## src/hdl/dotp_pkg.sv

```systemverilog
package dotp_pkg;

	typedef logic [1:0] kind_t;
	typedef logic [2:0] status_t;

	localparam kind_t K_ENQUEUE = 2'd0;
	localparam kind_t K_REMOVE  = 2'd1;
	localparam kind_t K_RESCHED = 2'd2;
	localparam kind_t K_CLAIM   = 2'd3;

	localparam status_t ST_OK       = 3'd0;
	localparam status_t ST_DUP      = 3'd1;
	localparam status_t ST_FULL     = 3'd2;
	localparam status_t ST_NOTFOUND = 3'd3;
	localparam status_t ST_EMPTY    = 3'd4;

	localparam int DEF_CAPACITY = 16;
	localparam int DEF_ID_BITS  = 8;
	localparam int DEF_KEY_BITS = 32;

endpackage

```

## src/hdl/deadline_ordered_task_picker.sv

```systemverilog
// channel | valid     | ready     | fields
// input   | in_valid  | in_ready  | kind, task_id, priority_req
// result  | res_valid | res_ready | status, out_task, out_valid, queued_count
//
// One item at a time; in_ready is high only while the sequencer is idle.
// Enqueue/remove scan the table once through its single read port,
// then shift entries one per cycle as needed.
// A result waits in the output register until res_ready; the sequencer stalls there.
// arst_n clears count, next-task slot and control; table contents are not cleared.
module deadline_ordered_task_picker
	import dotp_pkg::*;
#(
	parameter int CAPACITY = DEF_CAPACITY,
	parameter int ID_BITS  = DEF_ID_BITS,
	parameter int KEY_BITS = DEF_KEY_BITS
) (
	input  logic        clk,
	input  logic        arst_n,
	input  logic        in_valid,
	output logic        in_ready,
	input  logic [1:0]  kind,
	input  logic [7:0]  task_id,
	input  logic [31:0] priority_req,
	output logic        res_valid,
	input  logic        res_ready,
	output logic [2:0]  status,
	output logic [7:0]  out_task,
	output logic        out_valid,
	output logic [4:0]  queued_count
);

	localparam int IDX_W = $clog2(CAPACITY);
	localparam int CNT_W = $clog2(CAPACITY + 1);

	localparam logic [2:0] S_IDLE    = 3'd0;
	localparam logic [2:0] S_SCAN    = 3'd1;
	localparam logic [2:0] S_RS_TAKE = 3'd2;
	localparam logic [2:0] S_SHIFT   = 3'd3;
	localparam logic [2:0] S_INSERT  = 3'd4;
	localparam logic [2:0] S_RESULT  = 3'd5;

	logic [ID_BITS-1:0]  task_mem [CAPACITY];
	logic [KEY_BITS-1:0] key_mem  [CAPACITY];
	logic [ID_BITS-1:0]  rd_task_q;
	logic [KEY_BITS-1:0] rd_key_q;

	logic [IDX_W-1:0]    rd_addr;
	logic                wr_en;
	logic [IDX_W-1:0]    wr_addr;
	logic [ID_BITS-1:0]  wr_task;
	logic [KEY_BITS-1:0] wr_key;

	logic [2:0]          state_q;
	kind_t               kind_q;
	logic [ID_BITS-1:0]  id_q;
	logic [KEY_BITS-1:0] key_q;
	logic [CNT_W-1:0]    count_q;
	logic                chosen_valid_q;
	logic [ID_BITS-1:0]  chosen_task_q;
	logic [CNT_W-1:0]    scan_idx_q;
	logic                rpend_q;
	logic [IDX_W-1:0]    ridx_q;
	logic                found_q;
	logic [IDX_W-1:0]    found_idx_q;
	logic                gt_q;
	logic [IDX_W-1:0]    pos_q;
	logic                up_q;
	logic                iss_q;
	logic                spend_q;
	logic [IDX_W-1:0]    src_q;
	logic [IDX_W-1:0]    end_q;
	logic [IDX_W-1:0]    dst_q;
	status_t             st_q;
	logic [ID_BITS-1:0]  otask_q;
	logic                ovalid_q;
	logic                res_valid_q;
	status_t             status_q;
	logic [7:0]          out_task_q;
	logic                out_valid_q;
	logic [4:0]          queued_count_q;

	logic in_fire;
	logic scan_more;

	assign in_ready     = (state_q == S_IDLE);
	assign in_fire      = in_valid && in_ready;
	assign scan_more    = (scan_idx_q < count_q);
	assign res_valid    = res_valid_q;
	assign status       = status_q;
	assign out_task     = out_task_q;
	assign out_valid    = out_valid_q;
	assign queued_count = queued_count_q;

	always_ff @(posedge clk) begin
		if (wr_en) begin
			task_mem[wr_addr] <= wr_task;
			key_mem[wr_addr]  <= wr_key;
		end
		rd_task_q <= task_mem[rd_addr];
		rd_key_q  <= key_mem[rd_addr];
	end

	always_comb begin
		rd_addr = '0;
		wr_en   = 1'b0;
		wr_addr = dst_q;
		wr_task = rd_task_q;
		wr_key  = rd_key_q;
		unique case (state_q)
			S_SCAN: begin
				rd_addr = scan_idx_q[IDX_W-1:0];
			end
			S_SHIFT: begin
				rd_addr = src_q;
				wr_en   = spend_q;
			end
			S_INSERT: begin
				wr_en   = 1'b1;
				wr_addr = pos_q;
				wr_task = id_q;
				wr_key  = key_q;
			end
			default: ;
		endcase
	end

	always_ff @(posedge clk or negedge arst_n) begin
		if (!arst_n) begin
			state_q        <= S_IDLE;
			kind_q         <= K_ENQUEUE;
			id_q           <= '0;
			key_q          <= '0;
			count_q        <= '0;
			chosen_valid_q <= 1'b0;
			chosen_task_q  <= '0;
			scan_idx_q     <= '0;
			rpend_q        <= 1'b0;
			ridx_q         <= '0;
			found_q        <= 1'b0;
			found_idx_q    <= '0;
			gt_q           <= 1'b0;
			pos_q          <= '0;
			up_q           <= 1'b0;
			iss_q          <= 1'b0;
			spend_q        <= 1'b0;
			src_q          <= '0;
			end_q          <= '0;
			dst_q          <= '0;
			st_q           <= ST_OK;
			otask_q        <= '0;
			ovalid_q       <= 1'b0;
			res_valid_q    <= 1'b0;
			status_q       <= ST_OK;
			out_task_q     <= '0;
			out_valid_q    <= 1'b0;
			queued_count_q <= '0;
		end else begin
			if (res_ready && (state_q != S_RESULT)) begin
				res_valid_q <= 1'b0;
			end
			unique case (state_q)
				S_IDLE: begin
					if (in_fire) begin
						kind_q     <= kind;
						id_q       <= ID_BITS'(task_id);
						key_q      <= KEY_BITS'(priority_req);
						found_q    <= 1'b0;
						gt_q       <= 1'b0;
						scan_idx_q <= '0;
						rpend_q    <= 1'b0;
						otask_q    <= '0;
						ovalid_q   <= 1'b0;
						st_q       <= ST_OK;
						unique case (kind)
							K_ENQUEUE, K_REMOVE: begin
								state_q <= S_SCAN;
							end
							K_RESCHED: begin
								if (chosen_valid_q) begin
									state_q <= S_RESULT;
								end else if (count_q == '0) begin
									st_q    <= ST_EMPTY;
									state_q <= S_RESULT;
								end else begin
									state_q <= S_RS_TAKE;
								end
							end
							K_CLAIM: begin
								if (chosen_valid_q) begin
									otask_q        <= chosen_task_q;
									ovalid_q       <= 1'b1;
									chosen_valid_q <= 1'b0;
									chosen_task_q  <= '0;
								end
								state_q <= S_RESULT;
							end
						endcase
					end
				end
				S_SCAN: begin
					if (scan_more) begin
						scan_idx_q <= scan_idx_q + CNT_W'(1);
						rpend_q    <= 1'b1;
						ridx_q     <= scan_idx_q[IDX_W-1:0];
					end else begin
						rpend_q <= 1'b0;
					end
					if (rpend_q) begin
						if (rd_task_q == id_q) begin
							found_q     <= 1'b1;
							found_idx_q <= ridx_q;
						end
						if (!gt_q && (rd_key_q > key_q)) begin
							gt_q  <= 1'b1;
							pos_q <= ridx_q;
						end
					end
					if (!scan_more && !rpend_q) begin
						if (kind_q == K_ENQUEUE) begin
							if (found_q) begin
								st_q    <= ST_DUP;
								state_q <= S_RESULT;
							end else if (count_q == CNT_W'(CAPACITY)) begin
								st_q    <= ST_FULL;
								state_q <= S_RESULT;
							end else if (gt_q) begin
								up_q    <= 1'b1;
								iss_q   <= 1'b1;
								spend_q <= 1'b0;
								src_q   <= IDX_W'(count_q - CNT_W'(1));
								end_q   <= pos_q;
								state_q <= S_SHIFT;
							end else begin
								pos_q   <= IDX_W'(count_q);
								state_q <= S_INSERT;
							end
						end else begin
							if (!found_q) begin
								st_q    <= ST_NOTFOUND;
								state_q <= S_RESULT;
							end else if ((CNT_W'(found_idx_q) + CNT_W'(1)) < count_q) begin
								up_q    <= 1'b0;
								iss_q   <= 1'b1;
								spend_q <= 1'b0;
								src_q   <= found_idx_q + IDX_W'(1);
								end_q   <= IDX_W'(count_q - CNT_W'(1));
								state_q <= S_SHIFT;
							end else begin
								count_q <= count_q - CNT_W'(1);
								state_q <= S_RESULT;
							end
						end
					end
				end
				S_RS_TAKE: begin
					chosen_task_q  <= rd_task_q;
					chosen_valid_q <= 1'b1;
					if (count_q > CNT_W'(1)) begin
						up_q    <= 1'b0;
						iss_q   <= 1'b1;
						spend_q <= 1'b0;
						src_q   <= IDX_W'(1);
						end_q   <= IDX_W'(count_q - CNT_W'(1));
						state_q <= S_SHIFT;
					end else begin
						count_q <= count_q - CNT_W'(1);
						state_q <= S_RESULT;
					end
				end
				S_SHIFT: begin
					if (iss_q) begin
						spend_q <= 1'b1;
						dst_q   <= up_q ? (src_q + IDX_W'(1)) : (src_q - IDX_W'(1));
						if (src_q == end_q) begin
							iss_q <= 1'b0;
						end else begin
							src_q <= up_q ? (src_q - IDX_W'(1)) : (src_q + IDX_W'(1));
						end
					end else begin
						spend_q <= 1'b0;
						if (spend_q) begin
							if (up_q) begin
								state_q <= S_INSERT;
							end else begin
								count_q <= count_q - CNT_W'(1);
								state_q <= S_RESULT;
							end
						end
					end
				end
				S_INSERT: begin
					count_q <= count_q + CNT_W'(1);
					state_q <= S_RESULT;
				end
				S_RESULT: begin
					if (!res_valid_q || res_ready) begin
						res_valid_q    <= 1'b1;
						status_q       <= st_q;
						out_task_q     <= 8'(otask_q);
						out_valid_q    <= ovalid_q;
						queued_count_q <= 5'(count_q);
						state_q        <= S_IDLE;
					end
				end
				default: begin
					state_q <= S_IDLE;
				end
			endcase
		end
	end

`ifndef SYNTHESIS
	a_count_range: assert property (@(posedge clk) disable iff (!arst_n)
		count_q <= CNT_W'(CAPACITY))
		else $error("table count beyond capacity");

	a_count_step: assert property (@(posedge clk) disable iff (!arst_n)
		!$stable(count_q) |-> ((count_q == $past(count_q) + CNT_W'(1)) ||
			(count_q + CNT_W'(1) == $past(count_q))))
		else $error("table count moved by more than one");

	a_insert_room: assert property (@(posedge clk) disable iff (!arst_n)
		(state_q == S_INSERT) |-> ((count_q < CNT_W'(CAPACITY)) &&
			(CNT_W'(pos_q) <= count_q)))
		else $error("insert into full table or beyond its end");

	a_write_bound: assert property (@(posedge clk) disable iff (!arst_n)
		wr_en |-> (CNT_W'(wr_addr) <= count_q))
		else $error("table write beyond occupied range");

	a_claim_clears: assert property (@(posedge clk) disable iff (!arst_n)
		(in_fire && (kind == K_CLAIM)) |=> !chosen_valid_q)
		else $error("next-task slot not cleared by claim");

	a_result_source: assert property (@(posedge clk) disable iff (!arst_n)
		$rose(res_valid_q) |-> $past(state_q == S_RESULT))
		else $error("result raised outside result state");
`endif

endmodule

```

## config.mk

```make
export PLATFORM = sky130hd
export DESIGN_NAME = deadline_ordered_task_picker
export DESIGN_NICKNAME = d
export VERILOG_FILES = /design/src/hdl/dotp_pkg.sv /design/src/hdl/deadline_ordered_task_picker.sv
export SDC_FILE = /design/constraint.sdc
export NUM_CORES = 1
export LEC_CHECK = 0
export BUFFER_PORTS_ARGS = -buffer_cell sky130_fd_sc_hd__buf_2
export CAP_MARGIN = 40
export CORE_MARGIN = 2
export CORE_UTILIZATION = 63
export CTS_CLUSTER_DIAMETER = 100
export DETAILED_ROUTE_END_ITERATION = 10
export GPL_TIMING_DRIVEN = 0
export HOLD_SLACK_MARGIN = 0.15
export PLACE_DENSITY = 0.8
export SKIP_LAST_GASP = 1
export SLEW_MARGIN = 15
export SYNTH_ARGS = -nofsm -noshare
export SYNTH_HDL_FRONTEND = slang
export SYNTH_SLANG_ARGS = --single-unit
export TNS_END_PERCENT = 20
```

## constraint.sdc

```tcl
create_clock -name clk -period 4.62 [get_ports clk]
set_input_delay 0 -clock clk [delete_from_list [all_inputs] [get_ports clk]]
set_output_delay 0 -clock clk [all_outputs]
set_load 0.1 [all_outputs]
```

==> results by group, run 1 <==
Finish
  • Area Growth Syn to Fin: 16.0%
  • Commonest non-fill, non-tap cell in the layout: edfxtp_1
  • Highest-count cells in the layout ignoring fill and taps: edfxtp_1 (640), nand2_1 (497), a211oi_1 (201)
  • Share of cells above drive strength 1: 12.9%
  • Number of fillers in the final layout: 3184
  • Final net count: about 2900
  • Antenna cells: 0
  • Final Non-Filler Cells: roughly 3600
  • Finished Core Util: roughly 74%

Clock network
  • CTS tree: built
  • CTS Buf Count: 80
  • Post-CTS Setup Bufs: 0
  • Clk slew on worst S/H paths: 60 ps
  • Worst-Skew Late Latency: 640 ps
  • Clock sinks: about 800
  • H-tree level count: 3
  • Root Buffer: clkbuf_16
  • Clock Tree Buf Depth: 3

Drt
  • First DRT Iteration DRCs: approximately 3100
  • # DRC: 0
  • Pre-Repair DR Iteration Count: 7
  • Final WL: roughly 90 mm
  • ANT nets after route: 0
  • Via count: around 24000
  • WL/cell: 25.7 um
  • Via density: 6.63

Global route
  • GRT met3 Usage: under 10%
  • Vias in the first global route: between 20000 and 25000
  • Total Routing Usage GR: approximately a third
  • GR Layer Usage met2: 54.7%
  • Largest net degree at the start of global routing: between 60 and 70
  • GRT met1 Usage: a little under half
  • Initial antenna violation count: 0
  • Global-route wire length before repair: 138 mm
  • GRT overflow: 0
  • Grt peak-use layer: met2

Synth
  • Yosys reg bits: 804
  • Post-Syn Nets: 2672
  • Main synth FF type: edfxtp_1
  • Synthesized area: 0.0333 sq mm
  • Post-Synthesis Cells: between 2000 and 3000
  • Sequential area share after synthesis: a little over two thirds
  • Library cells used by synthesis: 66
  • Avg Cell Area, Syn: around 13 sq um
  • Post-synth EDFFs: 640
  • Post-synth ARST share: between 15 and 20%
  • Syn. warnings: 0

Setup path
  • Critical path, cell by cell: nor2b_1 > buf_4 > buf_4 > clkbuf_1 > nand2_1 > o32ai_1 > nand2_1 > nor2_4 > buf_12
  • Crit path kind: reg2reg
  • WP data arrival: between 4000 and 5000 ps
  • Critical path endpoint category: register
  • Critical path fanouts, max: 22
  • Crit path buffers/inverters: 4
  • Worst EP required: 4920 ps
  • Crit. Startpoint: state_q[2]$_DFFE_PN0P_
  • Top delay family on crit path: simple AND/OR/NAND/NOR gates
  • Startpoint Class: register
  • CP max stage cell: nor2_4
  • CP max stage delay: 700 ps
  • Worst r2r src: state_q[2]$_DFFE_PN0P_

Worst hold path
  • Worst hold-check path type: in2reg
  • Min-delay src: priority_req[0]

Timing
  • Skew final: between 30 and 40 ps
  • Final setup viols: 0
  • Setup ws final: about 390 ps
  • WHS: approximately 160 ps
  • Final hold vios: 0
  • Worst Tran Pin Value: between 900 and 1000 ps
  • Tmin final: around 4200 ps
  • Max Slew Vio Count: 0
  • Crit share post-route: between 90 and 100%
  • Max Fclk: around 0.24 GHz
  • Headroom to the max-slew limit: between 30% and 40%
  • RSZ-0062 raised after global routing: no

Die
  • Area of the core: roughly 0.052 sq mm
  • Num rows: 84
  • Die width: 234 um
  • Die area: 0.0548 sq mm
  • Die height: 234 um
  • Top Ports: 65
  • Starting Density: between 60% and 70%

Power
  • Pwr Density: between 300 and 400 mW/mm^2
  • Pleak: around 0.013 uW
  • Max IR drop VDD: 0.000445 V

Run status
  • Status: finished clean

Placed design
  • Post-DP HPWL: 59.6 mm
  • # port buffers: 64
  • DP Worst Slack: 577 ps
  • Placer Congestion: 0.966
  • Placed cells: 3381

Flow run
  • Maxcap violations: 0
## report_power, final
| part | switching [uW] | internal (uW) | leakage (uW) |
|---|---|---|---|
| registers | 0 | 7720 | 0.00536 |
| logic | 47.0 | 59.9 | 0.00648 |
| clock network | 2750 | 3710 | 0.00127 |
| total | 2800 | 11500 | 0.0131 |
## layer usage
layer  vias up  wire length (um)
li1      10300                 -
met4         0              4600
met3       310             11200
met5         -                 0
met2      1727             43200
met1     11500             33600
## repair_timing
action / in CTS / in global routing
endpoints found under the hold margin: 194 / 0
setup endpoints to repair: 0 / 0
hold buffers: 74 / 0
gates resized for setup: 0 / 0
## cell type report
cell class | instances | area (sq um) | area share, %
inverter | 49 | 184 | 0.476
multi-input combinational | 1541 | 9380 | 24.2
clock inverter | 42 | 395 | 1.02
tap | 688 | 861 | 2.23
buffer | 185 | 788 | 2.04
clock buffer | 104 | 2200 | 5.68
sequential | 804 | 23100 | 59.8
timing repair buffer | 191 | 1760 | 4.54
## registers in the layout (all words and copies together), names as in the netlist, 4 cells and up
signal         count
key_mem          512
id_q               8
otask_q            8
out_task           8
end_q              4
ridx_q             4
src_q              4
chosen_task_q      8
count_q            5
scan_idx_q         5
queued_count       5
rd_key_q          32
pos_q              4
task_mem         128
dst_q              4
rd_task_q          8
found_idx_q        4
key_q             32
## Yosys cell counts (all sizes together), types with 3 or more instances
library cell  number  area share, %
nor2              40           0.48
mux2              34            1.2
xnor2             14           0.37
clkbuf           117            1.3
mux2i             19           0.57
a31oi             91            1.7
nor3b              3          0.068
ha                47            1.8
dfxtp             40            2.4
nand4             13           0.24
xor2              12           0.32
nand2            497            5.6
o21ai            104            1.6
a22o              10           0.26
dfrtp            124            9.3
edfxtp           640             58
o41ai              4           0.11
o31ai              3          0.068
buf               68            1.0
o2111ai            4           0.11
a21oi            114            1.7
nor3              13           0.24
a21o               6           0.14
a211oi           201            4.5
nand2b             3          0.064
a311oi            81            2.1
nor2b              8           0.15
and2               7           0.13
nor4               5           0.11
and3             165            3.1
inv               49           0.55
nand3             12           0.18
## worst paths after layout
path                       slack (ps)                         to  cells past startpoint
setup / recovery                  390  key_mem[12][10]$_DFFE_PP_                      9
setup reg to reg                  390  key_mem[12][10]$_DFFE_PP_                      9
max in group asynchronous        3780       key_q[1]$_DFFE_PN0P_                      4
hold / removal                    160       key_q[0]$_DFFE_PN0P_                      4
min in group asynchronous         450           up_q$_DFFE_PN0P_                      4
hold reg to reg                   480       ovalid_q$_DFFE_PN0P_                      2
## stage by stage
step           power, uW  setup TNS, ps  area, sq um
3_3_place_gp        7920        -725500        34500
2_1_floorplan       7870              0        33300
5_1_grt            14600              0        38700
3_5_place_dp        7920              0        35300
6_report           14300              0        38700
4_1_cts            14300              0        38700
## tightest hold or removal path, stage by stage
cell and delay, ps:
dlygate4sd3_1 520, buf_2 110, nand2_1 60, nand2_1 60
## cell families after synthesis
kind of cell    synth area share (%)
compound gates                  13.0
xor+xnor                       0.683
fa+ha+maj                       1.76
buf+inv                         2.92
flops                           69.4
mux                             1.73
simple gates                    10.6
Power figures use the tool's default switching activity.
==> run 2, diff against run 1 <==
Settings changed: HOLD_SLACK_MARGIN 0.15 to 0.03, MAX_ROUTING_LAYER from default to met4.
==> run 2 against run 1 <==
Clock-buffer cell count increased by 8. Setup slack got worse by 22 ps. Critical path depth unchanged. Total power decreased by 0.24%. Final cell count decreased by 0.53%. Critical path type unchanged.
==> results by group, run 2 (same netlist as run 1, synthesis figures left out) <==
Power
  • Combinational Power Share: less than 1%
  • Internal power: about 11000 uW
  • Pleak: around 0.013 uW
  • Max IR drop VDD: ~0.00042 V
  • Pwr Density: around 370 mW/mm^2
  • Sequential share of power: a little over half
  • Clk pwr share: 45.2%
  • Switching portion of total power: between 10% and 20%
  • Net switching power: roughly 2800 uW

Placed design
  • # port buffers: between 60 and 70
  • Placer Congestion: between 0.9 and 1
  • Placed cells: 3381
  • Post-DP HPWL: 59.5 mm

Clock network
  • CTS tree: built
  • H-tree level count: 3
  • Clock sinks: approximately 800
  • Root Buffer: clkbuf_16
  • # resized after CTS: 0
  • Worst-Skew Late Latency: ~650 ps
  • Clock Tree Buf Depth: 3
  • Clk slew on worst S/H paths: approximately 60 ps
  • CTS Buf Count: between 80 and 90

Die
  • Die height: around 230 um
  • Die area: 0.0548 sq mm
  • Num rows: 84
  • Top Ports: 65
  • Area of the core: 0.0524 sq mm
  • Die width: 234 um
  • Starting Density: between 60% and 70%

Timing
  • Skew final: between 20 and 25 ps
  • Final setup viols: 0
  • RSZ-0062 raised after global routing: no
  • Max Fclk: roughly 0.24 GHz
  • Tmin final: 4250 ps
  • Final hold vios: 0
  • Crit share post-route: 92.1%
  • Worst Tran Pin Value: ~900 ps
  • Headroom to the max-slew limit: 39.9%
  • Post-Route Setup TNS: 0 ps
  • Max Slew Vio Count: 0
  • WHS: 120 ps

Setup path
  • Crit path buffers/inverters: 4
  • Slack of the worst reg-to-reg path: roughly 370 ps
  • Worst EP required: 4950 ps
  • Critical path endpoint category: register
  • CP max stage delay: 730 ps
  • Top delay family on crit path: simple AND/OR/NAND/NOR gates
  • CP max stage cell: nor2_4
  • Critical path, cell by cell: nor2b_1 > buf_4 > buf_4 > clkbuf_1 > nand2_1 > o32ai_1 > nand2_1 > nor2_4 > buf_12
  • WP data arrival: around 4600 ps
  • Crit path kind: reg2reg
  • Critical path fanouts, max: 21
  • Startpoint Class: register

Run status
  • Status: finished clean

Finish
  • Highest-count cells in the layout ignoring fill and taps: edfxtp_1 (640), nand2_1 (497), a211oi_1 (201)
  • Registers with the most flip-flops: key_mem: 512 flops, task_mem: 128 flops
  • Area Growth Syn to Fin: 15.5%
  • Share of cells above drive strength 1: around an eighth
  • Final Non-Filler Cells: roughly 3600
  • Commonest non-fill, non-tap cell in the layout: edfxtp_1
  • Largest register by flop count: key_mem
  • Number of fillers in the final layout: a little over 3000
  • Final net count: 2922
  • Max reg flops: just over 500

Drt
  • Pre-Repair DR Iteration Count: 8
  • Via density: between 6 and 7
  • WL/cell: 25.8 um
  • ANT nets after route: 0
  • # DRC: 0
  • Final WL: 92.5 mm
  • First DRT Iteration DRCs: 3269
  • Via count: 23800

Global route
  • Vias in the first global route: between 20000 and 25000
  • Initial antenna violation count: 2
  • Global-route wire length before repair: 138 mm
  • GRT overflow: 0
  • Largest net degree at the start of global routing: 64
  • Total Routing Usage GR: 35.2%

Worst hold path
  • Worst hold-check path type: in2reg

Flow run
  • Maxcap violations: 0
## run 2: cell count changes in the layout (fill, tap and decap cells not counted), moves of 3 or more
cell,change
clkbuf_1,+5
clkinv_2,-5
clkinv_1,+3
dlygate4sd3_1,-27
buf_6,+4
## run 2: worst paths after layout
path                                        startpoint                          end  cells after the start
worst min-delay path                  priority_req[20]        key_q[20]$_DFFE_PN0P_                      4
worst min register to register     st_q[2]$_DFFE_PN0P_          st_q[2]$_DFFE_PN0P_                      1
worst max register to register  state_q[2]$_DFFE_PN0P_      key_mem[1][2]$_DFFE_PP_                      9
worst max-delay path            state_q[2]$_DFFE_PN0P_      key_mem[1][2]$_DFFE_PP_                      9
min in group asynchronous                       arst_n  queued_count[1]$_DFFE_PN0P_                      4
max in group asynchronous                       arst_n         key_q[5]$_DFFE_PN0P_                      4
## run 2: timing repair
action	4_1_cts	5_1_grt
hold buffers	47	0
setup buffers	0	0
hold endpoints to repair	183	0
## run 2: per-stage QoR
stage | total power (uW) | setup slack [ps] | utilization, % | instance area [sq um]
3_3_place_gp | 7920 | -1520 | 65.8 | 34500
3_5_place_dp | 7920 | 568 | 67.4 | 35300
4_1_cts | 14300 | 544 | 73.3 | 38400
6_report | 14200 | 366 | 73.4 | 38500
2_1_floorplan | 7870 | 858 | - | 33300
5_1_grt | 14600 | 222 | 73.4 | 38500
## run 2: worst reg2reg max path: cells and delay by family (launching register included)
kind / cells / cell delay (ps)
buffers and inverters: 4 / 1380
and+or+nand+nor: 4 / 1660
DFF: 1 / 480
AOI/OAI and AO/OA: 1 / 420
## run 2: cell type report
cell class              count  area [sq um]  share of cell area [%]
flip-flops and latches    804         23100                    60.1
multi-input cells        1541          9380                    24.4
clock buffers             112          2270                    5.89
repair buffers            167          1550                    4.02
well taps                 688           861                    2.24
plain buffers             185           788                    2.05
clock inverters            37           344                   0.894
inverters                  49           184                   0.478
diodes                      2          5.00                  0.0130
## run 2: power by group through the flow
| stage | Sequential, uW | Clock (uW) | Combinational (uW) |
|---|---|---|---|
| 2_1_floorplan | 7870 | 0 | 1.01 |
| 4_1_cts | 7720 | 6450 | 87.7 |
| 5_1_grt | 7710 | 6760 | 96.1 |
| 3_5_place_dp | 7870 | 0 | 54.7 |
| 6_report | 7720 | 6440 | 88.9 |
| 3_3_place_gp | 7870 | 0 | 50.3 |
## run 2: per-layer routing
layer,vias up,track usage (%),share of wire [%]
li1,10300,-,-
met5,-,-,0
met3,269,6.38,12
met4,0,15.0,4.3
met1,11600,46.1,37
met2,1671,54.7,47
